File: config.mk
export PLATFORM = sky130hd
export DESIGN_NAME = priority_layered_led_region_arbiter_core
export DESIGN_NICKNAME = d
export VERILOG_FILES = /design/src/rtl/plar_pkg.sv /design/src/rtl/plar_ram.sv /design/src/rtl/plar_fifo.sv /design/src/rtl/plar_front.sv /design/src/rtl/plar_back.sv /design/src/rtl/priority_layered_led_region_arbiter_core.sv
export SDC_FILE = /design/constraint.sdc
export NUM_CORES = 1
export LEC_CHECK = 0
export ABC_AREA = 1
export BUFFER_PORTS_ARGS = -buffer_cell sky130_fd_sc_hd__buf_4
export CAP_MARGIN = 20
export CORE_UTILIZATION = 50
export DETAILED_ROUTE_END_ITERATION = 7
export GPL_ROUTABILITY_DRIVEN = 1
export PLACE_DENSITY = 0.66
export SLEW_MARGIN = 10
export SYNTH_ARGS = -nofsm -noshare
export SYNTH_HDL_FRONTEND = slang
export SYNTH_SLANG_ARGS = --single-unit
File: constraint.sdc
create_clock -name clk -period 6.1 [get_ports clk]
set_input_delay 0.61 -clock clk [delete_from_list [all_inputs] [get_ports clk]]
set_output_delay 0.61 -clock clk [all_outputs]
set_load 0.02 [all_outputs]
File: src/rtl/plar_pkg.sv
// Shared types, codes and helpers of the priority layered LED region arbiter.
`timescale 1ns / 1ps
`default_nettype none

package plar_pkg;

  // Widest values the parameter ranges allow, used for the command word.
  localparam int APP_W_MAX   = 4;
  localparam int REG_W_MAX   = 5;
  localparam int COLOR_W_MAX = 32;
  localparam int CFG_IDX_W   = 1;

  typedef enum logic [1:0] {
    OP_SET  = 2'd0,
    OP_UPD  = 2'd1,
    OP_READ = 2'd2,
    OP_NOP  = 2'd3
  } op_t;

  typedef enum logic [CFG_IDX_W-1:0] {
    CFG_PRESENT  = 1'b0,
    CFG_RESERVED = 1'b1
  } cfg_idx_t;

  typedef enum logic [1:0] {
    CMD_SET  = 2'd0,
    CMD_UPD  = 2'd1,
    CMD_READ = 2'd2,
    CMD_DONE = 2'd3
  } cmd_kind_t;

  typedef struct packed {
    logic [1:0]  op;
    logic [2:0]  app;
    logic [7:0]  claim_mask;
    logic [3:0]  region;
    logic [23:0] color;
  } in_t;

  typedef struct packed {
    logic        kind;
    logic [2:0]  led_region;
    logic [23:0] led_color;
    logic [7:0]  granted_mask;
    logic [23:0] read_color;
    logic        error;
    logic        last;
  } out_t;

  // Classified item handed from the front end to the back end.
  typedef struct packed {
    cmd_kind_t               kind;
    logic                    err;
    logic                    ok;
    logic [APP_W_MAX-1:0]    app;
    logic [7:0]              claim;
    logic [REG_W_MAX-1:0]    ridx;
    logic [COLOR_W_MAX-1:0]  color;
  } cmd_t;

  // Bit of a region in the 8-bit masks; regions past 7 have no bit.
  function automatic logic [7:0] region_bit8(input logic [REG_W_MAX-1:0] q);
    logic [7:0] b;
    b = '0;
    for (int i = 0; i < 8; i++) begin
      b[i] = (q == REG_W_MAX'(i));
    end
    return b;
  endfunction

endpackage

`default_nettype wire

File: src/rtl/plar_ram.sv
// Generic single write port RAM with a registered read port.
`timescale 1ns / 1ps
`default_nettype none

module plar_ram #(
  parameter int WIDTH = 24,
  parameter int DEPTH = 32
) (
  input  wire logic                     clk,
  input  wire logic                     we,
  input  wire logic [$clog2(DEPTH)-1:0] waddr,
  input  wire logic [WIDTH-1:0]         wdata,
  input  wire logic                     re,
  input  wire logic [$clog2(DEPTH)-1:0] raddr,
  output logic      [WIDTH-1:0]         rdata
);

  logic [WIDTH-1:0] mem_r [DEPTH];
  logic [WIDTH-1:0] rdata_r;

  always_ff @(posedge clk) begin
    if (we) begin
      mem_r[waddr] <= wdata;
    end
    if (re) begin
      rdata_r <= mem_r[raddr];
    end
  end

  assign rdata = rdata_r;

endmodule

`default_nettype wire

File: src/rtl/plar_fifo.sv
// Small register queue with push/full and pop/empty sides.
`timescale 1ns / 1ps
`default_nettype none

module plar_fifo #(
  parameter int WIDTH = 8,
  parameter int DEPTH = 2   // power of two, at least 2
) (
  input  wire logic             clk,
  input  wire logic             rst_n,
  input  wire logic             push,
  input  wire logic [WIDTH-1:0] wdata,
  output logic                  full,
  input  wire logic             pop,
  output logic      [WIDTH-1:0] rdata,
  output logic                  empty
);

  localparam int PW = $clog2(DEPTH);

  logic [WIDTH-1:0] mem_r [DEPTH];
  logic [PW-1:0]    wp_r, wp_nxt;
  logic [PW-1:0]    rp_r, rp_nxt;
  logic [PW:0]      cnt_r, cnt_nxt;
  logic             do_push, do_pop;

  assign full    = (cnt_r == (PW+1)'(DEPTH));
  assign empty   = (cnt_r == '0);
  assign do_push = push && !full;
  assign do_pop  = pop && !empty;
  assign rdata   = mem_r[rp_r];

  always_comb begin
    wp_nxt  = do_push ? wp_r + 1'b1 : wp_r;
    rp_nxt  = do_pop ? rp_r + 1'b1 : rp_r;
    cnt_nxt = cnt_r;
    if (do_push && !do_pop) begin
      cnt_nxt = cnt_r + 1'b1;
    end else if (do_pop && !do_push) begin
      cnt_nxt = cnt_r - 1'b1;
    end
  end

  always_ff @(posedge clk) begin
    if (!rst_n) begin
      wp_r  <= '0;
      rp_r  <= '0;
      cnt_r <= '0;
    end else begin
      wp_r  <= wp_nxt;
      rp_r  <= rp_nxt;
      cnt_r <= cnt_nxt;
    end
  end

  always_ff @(posedge clk) begin
    if (do_push) begin
      mem_r[wp_r] <= wdata;
    end
  end

endmodule

`default_nettype wire

File: src/rtl/plar_front.sv
// Front end: takes items, checks app and region, queues commands for the back end.
`timescale 1ns / 1ps
`default_nettype none

module plar_front #(
  parameter int NUM_APPS    = 4,
  parameter int NUM_REGIONS = 8,
  parameter int COLOR_BITS  = 24
) (
  input  wire logic             clk,
  input  wire logic             rst_n,
  input  wire logic             in_push,
  input  wire plar_pkg::in_t    in_data,
  output logic                  in_full,
  input  wire logic [7:0]       reserved_mask,
  input  wire logic             clear_busy,
  output logic                  cmd_valid,
  input  wire logic             cmd_pop,
  output plar_pkg::cmd_t        cmd
);

  localparam int RMW = plar_pkg::REG_W_MAX;
  localparam int AMW = plar_pkg::APP_W_MAX;
  localparam int CMW = plar_pkg::COLOR_W_MAX;

  plar_pkg::cmd_t          cls;
  logic                    q_full, q_empty;
  logic [$bits(plar_pkg::cmd_t)-1:0] q_rdata;
  logic                    app_ok;
  logic [RMW-1:0]          upd_idx;

  always_comb begin
    app_ok  = (32'(in_data.app) < NUM_APPS);
    upd_idx = RMW'(in_data.region - 4'd1);
    cls       = '0;
    cls.app   = AMW'(in_data.app);
    cls.claim = in_data.claim_mask;
    cls.color = CMW'(COLOR_BITS'(in_data.color));
    case (plar_pkg::op_t'(in_data.op))
      plar_pkg::OP_SET: begin
        cls.kind = plar_pkg::CMD_SET;
      end
      plar_pkg::OP_UPD: begin
        // 1-based region; reserved regions are dropped here
        cls.kind = plar_pkg::CMD_UPD;
        cls.ridx = upd_idx;
        cls.ok   = (in_data.region != 4'd0) && (32'(in_data.region) <= NUM_REGIONS)
                   && !(|(plar_pkg::region_bit8(upd_idx) & reserved_mask));
      end
      plar_pkg::OP_READ: begin
        cls.kind = plar_pkg::CMD_READ;
        cls.ridx = RMW'(in_data.region);
        cls.ok   = (32'(in_data.region) < NUM_REGIONS);
      end
      default: begin
        cls.kind = plar_pkg::CMD_DONE;
      end
    endcase
    if ((plar_pkg::op_t'(in_data.op) != plar_pkg::OP_NOP) && !app_ok) begin
      cls.kind = plar_pkg::CMD_DONE;
      cls.err  = 1'b1;
    end
  end

  plar_fifo #(
    .WIDTH($bits(plar_pkg::cmd_t)),
    .DEPTH(2)
  ) u_cmd_q (
    .clk   (clk),
    .rst_n (rst_n),
    .push  (in_push && !in_full),
    .wdata (cls),
    .full  (q_full),
    .pop   (cmd_pop),
    .rdata (q_rdata),
    .empty (q_empty)
  );

  assign in_full   = q_full || clear_busy;
  assign cmd_valid = !q_empty;
  assign cmd       = plar_pkg::cmd_t'(q_rdata);

endmodule

`default_nettype wire

File: src/rtl/plar_back.sv
// Back end: claim masks, color cache and the sequencer that emits drives and completions.
`timescale 1ns / 1ps
`default_nettype none

module plar_back #(
  parameter int NUM_APPS    = 4,
  parameter int NUM_REGIONS = 8,
  parameter int COLOR_BITS  = 24
) (
  input  wire logic           clk,
  input  wire logic           rst_n,
  input  wire logic [7:0]     present_mask,
  input  wire logic [7:0]     reserved_mask,
  input  wire logic           cmd_valid,
  input  wire plar_pkg::cmd_t cmd,
  output logic                cmd_pop,
  input  wire logic           res_full,
  output logic                res_push,
  output plar_pkg::out_t      res_data,
  output logic                clear_busy
);

  localparam int AW    = $clog2(NUM_APPS);
  localparam int RW    = (NUM_REGIONS > 1) ? $clog2(NUM_REGIONS) : 1;
  localparam int DEPTH = NUM_APPS << RW;
  localparam int MW    = AW + RW;
  localparam int RMW   = plar_pkg::REG_W_MAX;

  typedef enum logic [6:0] {
    ST_CLEAR     = 7'b0000001,
    ST_IDLE      = 7'b0000010,
    ST_SET_SCAN  = 7'b0000100,
    ST_SET_DRIVE = 7'b0001000,
    ST_UPD_DRIVE = 7'b0010000,
    ST_RD_WAIT   = 7'b0100000,
    ST_DONE      = 7'b1000000
  } state_t;

  // Highest app claiming region q, app 0 when nobody does.
  function automatic logic [AW-1:0] owner_of(input logic [NUM_APPS-1:0][7:0] cl,
                                             input logic [RW-1:0] q);
    logic [AW-1:0] o;
    logic [7:0]    b;
    o = '0;
    b = plar_pkg::region_bit8(RMW'(q));
    for (int k = 1; k < NUM_APPS; k++) begin
      if (|(cl[k] & b)) begin
        o = AW'(k);
      end
    end
    return o;
  endfunction

  state_t                     state_r, state_nxt;
  logic [MW-1:0]              clr_addr_r, clr_addr_nxt;
  logic [NUM_APPS-1:0][7:0]   claims_r, claims_nxt;
  plar_pkg::cmd_t             cmd_r, cmd_nxt;
  logic [RW-1:0]              r_r, r_nxt;
  logic [7:0]                 changed_r, changed_nxt;
  logic [7:0]                 granted_r, granted_nxt;
  logic [COLOR_BITS-1:0]      rcolor_r, rcolor_nxt;
  logic                       err_r, err_nxt;

  logic                       ram_we, ram_re;
  logic [MW-1:0]              ram_waddr, ram_raddr;
  logic [COLOR_BITS-1:0]      ram_wdata, ram_rdata;

  logic [AW-1:0]              h_app, c_app, scan_own;
  logic [RW-1:0]              h_r;
  logic [7:0]                 h_bit, scan_bit;
  logic                       scan_last;

  assign h_app     = AW'(cmd.app);
  assign h_r       = RW'(cmd.ridx);
  assign h_bit     = plar_pkg::region_bit8(RMW'(h_r));
  assign c_app     = AW'(cmd_r.app);
  assign scan_own  = owner_of(claims_r, r_r);
  assign scan_bit  = plar_pkg::region_bit8(RMW'(r_r));
  assign scan_last = (r_r == RW'(NUM_REGIONS - 1));
  assign clear_busy = (state_r == ST_CLEAR);

  always_comb begin
    state_nxt    = state_r;
    clr_addr_nxt = clr_addr_r;
    claims_nxt   = claims_r;
    cmd_nxt      = cmd_r;
    r_nxt        = r_r;
    changed_nxt  = changed_r;
    granted_nxt  = granted_r;
    rcolor_nxt   = rcolor_r;
    err_nxt      = err_r;
    cmd_pop      = 1'b0;
    res_push     = 1'b0;
    res_data     = '0;
    ram_we       = 1'b0;
    ram_waddr    = {h_app, h_r};
    ram_wdata    = COLOR_BITS'(cmd.color);
    ram_re       = 1'b0;
    ram_raddr    = {h_app, h_r};

    case (state_r)
      ST_CLEAR: begin
        ram_we       = 1'b1;
        ram_waddr    = clr_addr_r;
        ram_wdata    = '0;
        clr_addr_nxt = clr_addr_r + 1'b1;
        if (clr_addr_r == MW'(DEPTH - 1)) begin
          state_nxt = ST_IDLE;
        end
      end

      ST_IDLE: begin
        if (cmd_valid) begin
          cmd_pop     = 1'b1;
          cmd_nxt     = cmd;
          r_nxt       = h_r;
          granted_nxt = '0;
          rcolor_nxt  = '0;
          err_nxt     = cmd.err;
          state_nxt   = ST_DONE;
          case (cmd.kind)
            plar_pkg::CMD_SET: begin
              changed_nxt       = claims_r[h_app] ^ cmd.claim;
              claims_nxt[h_app] = cmd.claim;
              r_nxt             = '0;
              state_nxt         = ST_SET_SCAN;
            end
            plar_pkg::CMD_UPD: begin
              if (cmd.ok) begin
                ram_we = 1'b1;
                if ((owner_of(claims_r, h_r) == h_app) && |(h_bit & present_mask)) begin
                  state_nxt = ST_UPD_DRIVE;
                end
              end
            end
            plar_pkg::CMD_READ: begin
              if (cmd.ok) begin
                ram_re    = 1'b1;
                state_nxt = ST_RD_WAIT;
              end
            end
            default: begin
              state_nxt = ST_DONE;
            end
          endcase
        end
      end

      ST_SET_SCAN: begin
        // claims already hold the new mask, so owners are post-update
        if (scan_own <= c_app) begin
          if (scan_own == c_app) begin
            granted_nxt = granted_r | (cmd_r.claim & scan_bit);
          end
        end
        if ((scan_own <= c_app) &&
            |(changed_r & scan_bit & present_mask & ~reserved_mask)) begin
          ram_re    = 1'b1;
          ram_raddr = {scan_own, r_r};
          state_nxt = ST_SET_DRIVE;
        end else if (scan_last) begin
          state_nxt = ST_DONE;
        end else begin
          r_nxt = r_r + 1'b1;
        end
      end

      ST_SET_DRIVE: begin
        if (!res_full) begin
          res_push            = 1'b1;
          res_data.led_region = 3'(r_r);
          res_data.led_color  = 24'(ram_rdata);
          if (scan_last) begin
            state_nxt = ST_DONE;
          end else begin
            r_nxt     = r_r + 1'b1;
            state_nxt = ST_SET_SCAN;
          end
        end
      end

      ST_UPD_DRIVE: begin
        if (!res_full) begin
          res_push            = 1'b1;
          res_data.led_region = 3'(r_r);
          res_data.led_color  = 24'(COLOR_BITS'(cmd_r.color));
          granted_nxt         = scan_bit;
          state_nxt           = ST_DONE;
        end
      end

      ST_RD_WAIT: begin
        rcolor_nxt = ram_rdata;
        state_nxt  = ST_DONE;
      end

      ST_DONE: begin
        if (!res_full) begin
          res_push              = 1'b1;
          res_data.kind         = 1'b1;
          res_data.granted_mask = granted_r;
          res_data.read_color   = 24'(rcolor_r);
          res_data.error        = err_r;
          res_data.last         = 1'b1;
          state_nxt             = ST_IDLE;
        end
      end

      default: begin
        state_nxt = ST_IDLE;
      end
    endcase
  end

  always_ff @(posedge clk) begin
    if (!rst_n) begin
      state_r    <= ST_CLEAR;
      clr_addr_r <= '0;
      claims_r   <= '0;
    end else begin
      state_r    <= state_nxt;
      clr_addr_r <= clr_addr_nxt;
      claims_r   <= claims_nxt;
    end
  end

  always_ff @(posedge clk) begin
    cmd_r     <= cmd_nxt;
    r_r       <= r_nxt;
    changed_r <= changed_nxt;
    granted_r <= granted_nxt;
    rcolor_r  <= rcolor_nxt;
    err_r     <= err_nxt;
  end

  plar_ram #(
    .WIDTH(COLOR_BITS),
    .DEPTH(DEPTH)
  ) u_color_cache (
    .clk   (clk),
    .we    (ram_we),
    .waddr (ram_waddr),
    .wdata (ram_wdata),
    .re    (ram_re),
    .raddr (ram_raddr),
    .rdata (ram_rdata)
  );

endmodule

`default_nettype wire

File: src/rtl/priority_layered_led_region_arbiter_core.sv
// Top level of the priority layered LED region arbiter.
//
// Input queue side: drive in_data and raise in_push; the item is taken on a
// clock edge where in_full is low. Ops: set control claims, update a region
// color, read a cached color. Result queue side: while out_empty is low the
// oldest result sits on out_data; pop it with out_pop. Each item yields zero
// or more LED drives (kind 0) followed by one completion (kind 1, last 1).
// cfg_we writes the region present mask (index 0) or the reserved region mask
// (index 1); write only while the block is idle.
// The back end takes one item at a time. A set control scans every region
// and reads the cache once per LED drive; an update that passes its checks
// writes the cache and drives the region when the app owns it and it is
// present; a read waits for the cache read unless the index is out of range.
// A bad app or an unused op yields only its completion.
// Two-entry queues sit between front and back end and before the result port.
// Reset: claims and config clear at once, then a clearing pass zeroes all
// NUM_APPS * 2^max(1, ceil(log2(NUM_REGIONS))) color cache entries (32 by
// default) while in_full stays high. A stalled receiver holds the back end
// with its result pending; in_full rises once the command queue fills.
`timescale 1ns / 1ps
`default_nettype none

module priority_layered_led_region_arbiter_core #(
  parameter int NUM_APPS    = 4,   // 2..16
  parameter int NUM_REGIONS = 8,   // 1..32
  parameter int COLOR_BITS  = 24   // 1..32
) (
  input  wire logic                                clk,
  input  wire logic                                rst_n,
  input  wire logic                                in_push,
  input  wire plar_pkg::in_t                       in_data,
  output logic                                     in_full,
  output logic                                     out_empty,
  input  wire logic                                out_pop,
  output plar_pkg::out_t                           out_data,
  input  wire logic                                cfg_we,
  input  wire logic [plar_pkg::CFG_IDX_W-1:0]      cfg_index,
  input  wire logic [7:0]                          cfg_wdata
);

  logic [7:0]       present_r, reserved_r;
  logic             clear_busy;
  logic             cmd_valid, cmd_pop;
  plar_pkg::cmd_t   cmd;
  logic             res_full, res_push;
  plar_pkg::out_t   res_data;
  logic [$bits(plar_pkg::out_t)-1:0] res_rdata;

  // config registers
  always_ff @(posedge clk) begin
    if (!rst_n) begin
      present_r  <= '0;
      reserved_r <= '0;
    end else if (cfg_we) begin
      case (plar_pkg::cfg_idx_t'(cfg_index))
        plar_pkg::CFG_PRESENT:  present_r  <= cfg_wdata;
        plar_pkg::CFG_RESERVED: reserved_r <= cfg_wdata;
        default: begin
          present_r <= present_r;
        end
      endcase
    end
  end

  plar_front #(
    .NUM_APPS    (NUM_APPS),
    .NUM_REGIONS (NUM_REGIONS),
    .COLOR_BITS  (COLOR_BITS)
  ) u_front (
    .clk           (clk),
    .rst_n         (rst_n),
    .in_push       (in_push),
    .in_data       (in_data),
    .in_full       (in_full),
    .reserved_mask (reserved_r),
    .clear_busy    (clear_busy),
    .cmd_valid     (cmd_valid),
    .cmd_pop       (cmd_pop),
    .cmd           (cmd)
  );

  plar_back #(
    .NUM_APPS    (NUM_APPS),
    .NUM_REGIONS (NUM_REGIONS),
    .COLOR_BITS  (COLOR_BITS)
  ) u_back (
    .clk           (clk),
    .rst_n         (rst_n),
    .present_mask  (present_r),
    .reserved_mask (reserved_r),
    .cmd_valid     (cmd_valid),
    .cmd           (cmd),
    .cmd_pop       (cmd_pop),
    .res_full      (res_full),
    .res_push      (res_push),
    .res_data      (res_data),
    .clear_busy    (clear_busy)
  );

  // result queue toward the receiver
  plar_fifo #(
    .WIDTH($bits(plar_pkg::out_t)),
    .DEPTH(2)
  ) u_res_q (
    .clk   (clk),
    .rst_n (rst_n),
    .push  (res_push),
    .wdata (res_data),
    .full  (res_full),
    .pop   (out_pop),
    .rdata (res_rdata),
    .empty (out_empty)
  );

  assign out_data = plar_pkg::out_t'(res_rdata);

endmodule

`default_nettype wire

; After elaboration in Yosys (flattened, before gate mapping)
; Memory sizes are Yosys's and may differ from the RTL's. A register that Yosys moved wholly into a read port is not among the register bits.
; Index checks and enable logic that the tools add are counted.
[totals]
memories = 3
inputBits = 55
output_inout_bits = 64
register_bits = 146
elab_cells = 245
ram_bits = 980
[memory_table]
columns = memory, words, word_bits, rd, rd_ports_with_merged_regs, write_ports, line
row1 = u_back.u_color_cache.mem_r, 32, 24, 1, 1, 1, plar_ram.sv:18  ; logic [WIDTH-1:0] mem_r [DEPTH];
row2 = u_res_q.mem_r, 2, 62, 1, 1, 1, plar_fifo.sv:21  ; logic [WIDTH-1:0] mem_r [DEPTH];
row3 = u_front.u_cmd_q.mem_r, 2, 44, 1, 1, 1, plar_fifo.sv:21
[classes]
n_eq_ne = 47
n_addsub = 11
bitwise = 17
n_reduce_logical = 58
mux = 81
magnitude_cmp = 6
[ops]
columns = op, n
row1 = 8-bit bitwise AND, 12
row2 = 7-bit two-way mux, 11
row3 = 8-bit OR reduction, 9
row4 = 34-bit two-way mux, 2
row5 = 27-bit two-way mux, 2
row6 = 27-bit one-hot mux with 2 select lines, 1
row7 = 7-bit one-hot mux with 7 select lines, 1
row8 = 24-bit two-way mux, 2
row9 = 8-bit two-way mux, 6
row10 = 24-bit one-hot mux with 2 select lines, 1
row11 = 32-bit bitwise mux, 1
row12 = 3-bit == test (second input constant), 8
row13 = 2-bit two-way mux, 12
row14 = 8-bit one-hot mux with 3 select lines, 1
row15 = 1-bit two-way mux, 23
row16 = 7-bit one-hot mux with 3 select lines, 1
row17 = 5-bit by 3-bit == test with 1-bit output (second input constant), 4
row18 = 3-bit two-way mux, 6
row19 = 8-bit binary-select mux with 2-bit select, 1
row20 = 8-bit demux with 2-bit select, 1
row21 = 1-bit logical AND, 15
row22 = 5-bit two-way mux, 3
row23 = 3-bit by 2-bit == test with 1-bit output (second input constant), 4
row24 = 2-bit inequality test (second input constant), 6
row25 = other kinds (50), 87

; Longest topological paths before layout
; Gate-level depths: netlist of the first run.
[logic_depth]
word_depth = 17
mapped_depth = 27

; Hierarchy
; A second synthesis of the first run with hierarchy kept.
[hier_totals]
cells_unflattened = 4098
area_unflattened_um2 = 48972.0
[by_module_without_submodules]
columns = mod, instances, area_each_um2, cells_per_inst, seq_area_each_um2
row1 = plar_ram, 1, 32000.7, 2665, 23782.8
row2 = plar_back, 1, 6542.5, 840, 3223.1
row3 = plar_fifo at u_res_q, 1, 5023.6, 231, 3823.7
row4 = plar_fifo at u_front.u_cmd_q, 1, 4324.1, 203, 3283.1
row5 = priority_layered_led_region_arbiter_core, 1, 709.4, 88, 320.3
row6 = plar_front, 1, 371.6, 71, 0.0

; Worst setup path before layout of the first run
; No wires, ideal clock.
[synth_timing]
path_type = register -> register
start = reg u_back.state_r[6]
end = mem u_back.u_color_cache.mem_r[0][0] (enable)
synth_period_minus_slack_ns = 4.394
setup_ns = 0.405
arrival_time_ns = 3.989
slack_ns = 1.706
path_stages_with_launch = 10
n_path_buf = 0
cell_sequence = dfxtp_1 nor2_1 nand2_1 nor4_2 inv_1 nor2_2 inv_1 o41ai_2 nand3_1 nor2_1
[synth_between]
elab_chain_cells = 4
[synth_rtl]
columns = element, line
row1 = "start, declared", plar_back.sv:54  ; state_t state_r, state_nxt;
row2 = "start signal, assigned", plar_back.sv:221  ; state_r <= state_nxt;
row3 = 7-bit by 2-bit == test with 1-bit output or 7-bit by 1-bit == test with 1-bit output (tied branches), plar_back.sv:101  ; case (state_r)
row4 = 1-bit one-hot mux with 2 select lines, plar_back.sv:101
row5 = 1-bit two-way mux, plar_ram.sv:22  ; if (we) begin
row6 = 1-bit two-way mux (implied by the code), plar_ram.sv:23  ; mem_r[waddr] <= wdata;
row7 = "end, declared", plar_ram.sv:18
; Parallel ways exist; a longest one is shown, timed or not.

; Final worst setup path of the first run
[layout_timing]
start = reg u_back.r_r[0]
end = reg u_back.u_color_cache.rdata_r[17], in the netlist u_back.u_color_cache.rdata[17] (read register of u_back.u_color_cache.mem_r) (data pin)
[layout_between]
elab_chain_cells = 10
[layout_rtl]
columns = element, line
row1 = "start, declared", plar_back.sv:58  ; logic [RW-1:0] r_r, r_nxt;
row2 = "start signal, assigned", plar_back.sv:229  ; r_r <= r_nxt;
row3 = 3-bit by 1-bit == test with 1-bit output (tied with other cells), plar_pkg.sv:66  ; b[i] = (q == REG_W_MAX'(i));
row4 = 8-bit bitwise AND, plar_back.sv:47  ; if (|(cl[k] & b)) begin
row5 = 8-bit OR reduction, plar_back.sv:47
row6 = 1-bit two-way mux, plar_back.sv:47
row7 = 2-bit two-way mux (2 in series), plar_back.sv:47
row8 = 2-bit less-or-equal comparator, plar_back.sv:156  ; if ((scan_own <= c_app) &&
row9 = 1-bit logical AND, plar_back.sv:156
row10 = 1-bit two-way mux or 5-bit two-way mux (tied branches), plar_back.sv:156
row11 = 1-bit one-hot mux with 2 select lines or 5-bit two-way mux (tied branches), plar_back.sv:101
row12 = "end, declared", plar_ram.sv:19  ; logic [WIDTH-1:0] rdata_r;
; Parallel ways exist; a longest one is shown, timed or not.
; A chain may end at the register's enable or synchronous reset.

==> impl_metrics.json, run 1 <==
{
  "synth_fa_ha_area_frac": 0.005195,
  "overflow": 0,
  "postCtsSetupBuffers": 0,
  "cts_tree": "done",
  "clk_pin_slew_ps": 60,
  "ctsHoldBuffers": 0,
  "hold_viol_final": 0,
  "yosysTopAreaCellShare": 0.6695,
  "r2r_setup_slack_ps": 970,
  "power.density_nw_per_um2": 355.9,
  "critPathBufInv": 5,
  "startpoint_type": "flop",
  "hpwl_um": 73980,
  "synthXorXnorAreaFrac": 0.001636,
  "hold_end": "u_front.u_cmd_q.mem_r[1][6]",
  "grt_max_degree": 145,
  "synth-seq-cells": 1144,
  "synthMuxAreaShare": 0.01613,
  "drive_gt1_frac": 0.1317,
  "whs_path_depth": 1,
  "cts_inserted_buffers": 114,
  "finalCriticalPeriod_ps": 5134,
  "place_congestion": 0.9210,
  "synth_most_common_cell": "nand2_1",
  "cts-root-buf": "clkbuf_16",
  "drtPass1Iterations": 6,
  "worst_ep_arrival_time_ps": 5710,
  "synth-simple-area-share": 0.1809,
  "routed_wl_um": 126500,
  "worst_r2r_startpoint": "u_back.r_r[0]",
  "fp-row-count": 113,
  "synth_nets": 4322,
  "cpMaxStageDelayCell": "buf_4",
  "viasPerCell": 5.545,
  "ir_drop_mv": 0.2315,
  "dieArea_um2": 97580,
  "die_w_um": 312.4,
  "maxSlewHeadroom": 0.2391,
  "tns_ps": 0,
  "rsz0062_at_grt": "no",
  "hp-start": "in_data[6]",
  "final_util": 0.5708,
  "r2r_end": "u_back.u_color_cache.rdata[17]",
  "finClkSkew_ps": 37.54,
  "status": "finished clean",
  "grt_pass1_vias": 29772,
  "path_delay_family": "buffers and inverters",
  "antenna_found_initial": 0,
  "avgSynthCellArea_um2": 11.34,
  "setup_viol": 0,
  "p_leak_nw": 20.68,
  "tightest_slew_ps": 1137,
  "yosysTopAreaCell": "edfxtp_1",
  "crit_path_frequent_cell": "nand2_1",
  "async_reset_ff_frac": 0,
  "crit_fanout": 29,
  "htree_num_levels": 3,
  "drv_cap": 0,
  "drcViolationCount": 0,
  "ant_nets": 0,
  "synthFlopType": "edfxtp_1",
  "synth_commonest_cells": "nand2_1 (1264), edfxtp_1 (1074), nand3_1 (415), inv_1 (384), nor2_1 (203)",
  "synth_top_family_by_area": "simple AND/OR/NAND/NOR gates",
  "core-area_um2": 95150,
  "reg2reg_depth": 19,
  "synth_compound_area_frac": 0.04418,
  "yosys-top-cells-area": "edfxtp_1 (67%), nand2_1 (9.8%), nand3_1 (4.3%)",
  "fin_crit_sh": 0.8417,
  "synth_cell_types": 47,
  "grt_first_pass_wirelength_um": 188700,
  "final_nets": 4436,
  "end_kind": "flop",
  "start_util": 0.5062,
  "drt_iter0_drc": 3751,
  "track_usage": 0.2575,
  "worstPathCellList": "ha_1 -> ha_1 -> inv_1 -> o22ai_1 -> nor4_1 -> nand2_1 -> ha_1 -> inv_1 -> nor2_1 -> o21ai_1 -> nand3_4 -> inv_2 -> o21ai_4 -> inv_2 -> buf_4 -> nand3_1 -> nand2_1 -> nand2_1 -> nand2_1",
  "die_h_um": 312.4,
  "syn_area_um2": 48170,
  "dr_total_vias": 31728,
  "power_mw": 19.33,
  "cts.sinks": 1144,
  "clock_path_buffers": 3,
  "pin_count": 119,
  "ys_warn_count": 0,
  "syn_to_final_growth_pct": 12.75,
  "ctsResizeCount": 0,
  "synth_cells": 4247,
  "slew_viol_final": 0,
  "worstSkewPairLatency_ps": 720,
  "fmax_mhz": 194.8,
  "critPathMaxStageDelay_ps": 570,
  "port_buffers": 118,
  "crit_type": "reg -> reg",
  "yosysSeqAreaShare": 0.6986,
  "hold_path.class": "in -> reg",
  "crit_required_ps": 6680,
  "synth-edff-count": 1074,
  "drt-wirelength-per-cell_um": 22.11
}
[sequential cells by signal, summed over array words and instances (netlist names), 3 cells and up, named ones only]
register                    count
u_back.state_r                  7
u_back.changed_r                8
u_back.rcolor_r                24
u_back.u_color_cache.mem_r    768
u_res_q.mem_r                 122
u_back.clr_addr_r               5
present_r                       8
u_front.u_cmd_q.mem_r          82
u_back.cmd_r                   32
u_back.granted_r                8
u_back.r_r                      3
u_back.u_color_cache.rdata     24
reserved_r                      8
u_back.claims_r                32
[how the worst max path moves through the flow]
stage                     cells past startpoint                                to  slack (ps)               from
after floorplan                               9  u_back.u_color_cache.mem_r[0][0]        1710  u_back.state_r[6]
after global placement                       19    u_back.u_color_cache.rdata[17]        1210      u_back.r_r[0]
after detailed placement                     23     u_back.u_color_cache.rdata[6]        1130      u_back.r_r[0]
after CTS                                    23     u_back.u_color_cache.rdata[6]        1100      u_back.r_r[0]
after global routing                         23     u_back.u_color_cache.rdata[6]         630      u_back.r_r[0]
final                                        19    u_back.u_color_cache.rdata[17]         970      u_back.r_r[0]
[cell type report]
cell class	instances	area, µm²
fillers	7777	40840
flip-flops and latches	1144	33650
multi-input cells	2494	12200
clock buffers	139	3009
repair buffers	211	1732
well taps	1265	1583
inverters	396	1499
clock inverters	72	634.4
diodes	1	2.502
[layout by cell type (no fill, tap or decap), types with 5 or more instances in the layout]
cell type	instances
nor2_2	56
inv_2	8
o21ai_0	116
xor2_1	9
bufinv_16	9
nor2_4	9
clkbuf_1	21
edfxtp_1	1074
nand3b_1	72
nand3_1	415
clkinv_2	23
nand4_1	14
inv_1	381
nand2_1	1263
or2_2	53
o22ai_1	20
o211ai_1	97
buf_8	8
a21oi_1	95
mux2_2	61
dfxtp_1	68
mux2i_1	9
nor2_1	141
buf_4	196
clkinv_1	26
inv_6	5
buf_12	7
a22oi_1	5
ha_1	20
o221ai_1	5
clkinvlp_4	11
clkbuf_16	116
[layer usage]
metal,up-vias,global-route usage,wire [µm]
met2,1431,0.4049,58470
met3,212,0.04167,11180
met1,15356,0.3652,53100
li1,14729,-,-
met4,0,0.08902,3771
met5,-,0,0
[cells by family (layout without fill, tap and decap cells)]
kind of cell,count (synthesis),after routing
buffers and inverters,609,818
multiplexers,70,70
XOR/XNOR,9,9
flip-flops,1144,1144
other,0,1
AO/OA/AOI/OAI,356,356
AND/OR/NAND/NOR,2039,2039
adder cells (fa/ha/maj),20,20
[stage by stage]
step           instance area (µm²)  setup slack [ps]  hold slack, ps  cells
6_report                     54310             965.6           76.07   5722
4_1_cts                      54290              1095           36.31   5720
5_1_grt                      54310             633.2           54.95   5721
3_5_place_dp                 50650              1126           451.8   5509
2_1_floorplan                48170              1706           425.5   4247
3_3_place_gp                 50540              1211           427.9   5502
[report_power, final]
| group | switching [mW] | leakage, nW | internal [mW] |
|---|---|---|---|
| clock | 2.98 | 1.76 | 3.88 |
| sequential | 0.130 | 10.3 | 9.48 |
| combinational | 2.15 | 8.60 | 0.702 |
| total | 5.26 | 20.7 | 14.1 |
[worst register-to-register path: stages (launching register included)]
cell and delay, ps:
edfxtp_1 440, ha_1 260, ha_1 260, inv_1 200, o22ai_1 110, nor4_1 390, nand2_1 140, ha_1 310
inv_1 60, nor2_1 30, o21ai_1 370, nand3_4 210, inv_2 260, o21ai_4 190, inv_2 530, buf_4 580
nand3_1 190, nand2_1 120, nand2_1 220, nand2_1 150
Power figures use the tool's default switching activity.
==> run 2: changes to the inputs <==
==> constraint.sdc (replaced) <==
create_clock -name clk -period 4.8 [get_ports clk]
set_input_delay 0.48 -clock clk [delete_from_list [all_inputs] [get_ports clk]]
set_output_delay 0.48 -clock clk [all_outputs]
set_load 0.02 [all_outputs]
==> run 2 against run 1 <==
  * Fmax is 13% higher
  * First-iteration DRC count is 1.3% lower
  * Final cell count is 1.0% higher
  * Non-clock buffer count is 54 higher
  * Critical endpoint is now u_back.u_color_cache.rdata[19]
==> impl_metrics.json, run 2 (synthesized netlist as in run 1, its figures left out) <==
{
  "maxSlewHeadroom": 0.3229,
  "port_buffers": 118,
  "startpoint_type": "flop",
  "status": "finished clean",
  "dieArea_um2": 97580,
  "tightest_slew_ps": 1013,
  "p_leak_nw": 21.08,
  "dr_total_vias": 32069,
  "setup_viol": 0,
  "top_layer": "met4",
  "cts-root-buf": "clkbuf_16",
  "slew_viol_final": 0,
  "die_w_um": 312.4,
  "antenna_found_initial": 1,
  "drcViolationCount": 0,
  "hold_viol_final": 0,
  "fin_crit_sh": 0.9497,
  "end_kind": "flop",
  "overflow": 0,
  "cts_tree": "done",
  "ir_drop_mv": 0.3487,
  "crit_fanout": 37,
  "ant_nets": 0,
  "place_congestion": 0.9650,
  "worst_ep_arrival_time_ps": 5000,
  "grt_max_degree": 109,
  "final_nets": 4491,
  "drtPass1Iterations": 8,
  "largest_register_ff_count": 768,
  "routed_wl_um": 128300,
  "start_util": 0.5062,
  "htree_num_levels": 3,
  "viasPerCell": 5.547,
  "drt_iter0_drc": 3704,
  "cts_inserted_buffers": 115,
  "die_h_um": 312.4,
  "n_fill_cell": 7634,
  "fp-row-count": 113,
  "path_delay_family": "simple AND/OR/NAND/NOR gates",
  "drv_cap": 0,
  "crit_type": "reg -> reg",
  "critPathBufInv": 4,
  "pre_cts_ws_ps": -137.5,
  "drt-wirelength-per-cell_um": 22.19,
  "hold_path.class": "in -> reg",
  "tns_ps": 0,
  "regMostFlops": "u_back.u_color_cache.mem_r",
  "final_common_cell": "nand2_1",
  "critPathMaxStageDelay_ps": 460,
  "route.met3.wl_um": 11720,
  "wl_met2_um": 59150,
  "cts.sinks": 1144,
  "worstPathCellList": "ha_1 -> ha_1 -> inv_1 -> o21ai_0 -> nor4_2 -> nand2_1 -> ha_1 -> inv_1 -> nor2_1 -> o21ai_2 -> nand4_4 -> nand2_8 -> clkinv_8 -> buf_16 -> nand2_1 -> nand2_1 -> nand2_1 -> nand3_1 -> nand3_1 -> nand2_1 -> nand2_1 -> nand2_1",
  "track_usage": 0.2608,
  "grt_pass1_vias": 30571,
  "fmax_mhz": 219.4,
  "largest_registers": "u_back.u_color_cache.mem_r x768, u_res_q.mem_r x122, u_front.u_cmd_q.mem_r x82",
  "core-area_um2": 95150,
  "clk_pin_slew_ps": 60,
  "finalCriticalPeriod_ps": 4559,
  "crit_required_ps": 5240,
  "pin_count": 119,
  "worstSkewPairLatency_ps": 720,
  "clock_path_buffers": 3,
  "drive_gt1_frac": 0.1347,
  "final_cell_mix": "nand2_1 (1262), edfxtp_1 (1074), nand3_1 (415)",
  "finClkSkew_ps": 44.69,
  "crit_path_frequent_cell": "nand2_1",
  "grt_first_pass_wirelength_um": 191500,
  "hpwl_um": 75100,
  "syn_to_final_growth_pct": 14.58,
  "cpMaxStageDelayCell": "edfxtp_1",
  "worst_slack_ps": 241.2,
  "drt-met1-wl_um": 53870,
  "power.density_nw_per_um2": 452.7
}
[run 2: final timing paths]
| path | slack, ps | to | from | cells past startpoint |
|---|---|---|---|---|
| hold / removal | 50 | present_r[7] | cfg_wdata[7] | 3 |
| setup / recovery | 240 | u_back.u_color_cache.rdata[19] | u_back.r_r[0] | 22 |
| hold reg to reg | 460 | flop | u_front.u_cmd_q.rp_r | 1 |
| setup reg to reg | 240 | u_back.u_color_cache.rdata[19] | u_back.r_r[0] | 22 |
[run 2: cell type report]
cell class	instances	area (µm²)	area share
Antenna cell	1	2.502	0.00004534
Clock buffer	148	3137	0.05683
Clock inverter	68	663.1	0.01201
Inverter	396	1509	0.02734
Multi-Input combinational cell	2494	12210	0.2212
Sequential cell	1144	33650	0.6098
Tap cell	1265	1583	0.02868
Timing Repair Buffer	265	2434	0.04409
[run 2: power by group]
part           switching (mW)  internal [mW]
Combinational            2.78          0.961
Sequential              0.176           12.1
Clock                    3.78           5.24
[run 2: worst min-delay path, cell delays in order]
cell and delay [ps]:
buf_4 80, nor2_1 30, nor2_1 110
[run 2: metrics by stage]
step,util,hold slack (ps),area (µm²),instances,power [mW]
2_1_floorplan,-,425.5,48170,4247,14.53
3_3_place_gp,0.5347,426.6,50880,5523,16.00
3_5_place_dp,0.5356,435.3,50970,5528,16.10
4_1_cts,0.5792,4.055,55110,5777,25.06
5_1_grt,0.5800,38.46,55190,5781,25.82
6_report,0.5800,45.32,55190,5781,24.99
[run 2: per-layer routing]
metal  up-vias  GRT usage
li1      14863          -
met1     15574     0.3703
met2      1431     0.4100
met3       201    0.04625
met4         0    0.08200
met5         -          0
[run 2: timing repair]
action	4_1_cts	5_1_grt
resized for setup	3	11
hold endpoints to repair	66	0
endpoints found under the setup margin	10	24
cloned	0	1
pin swaps	0	1
hold buffers	33	0
buffers inserted	0	1
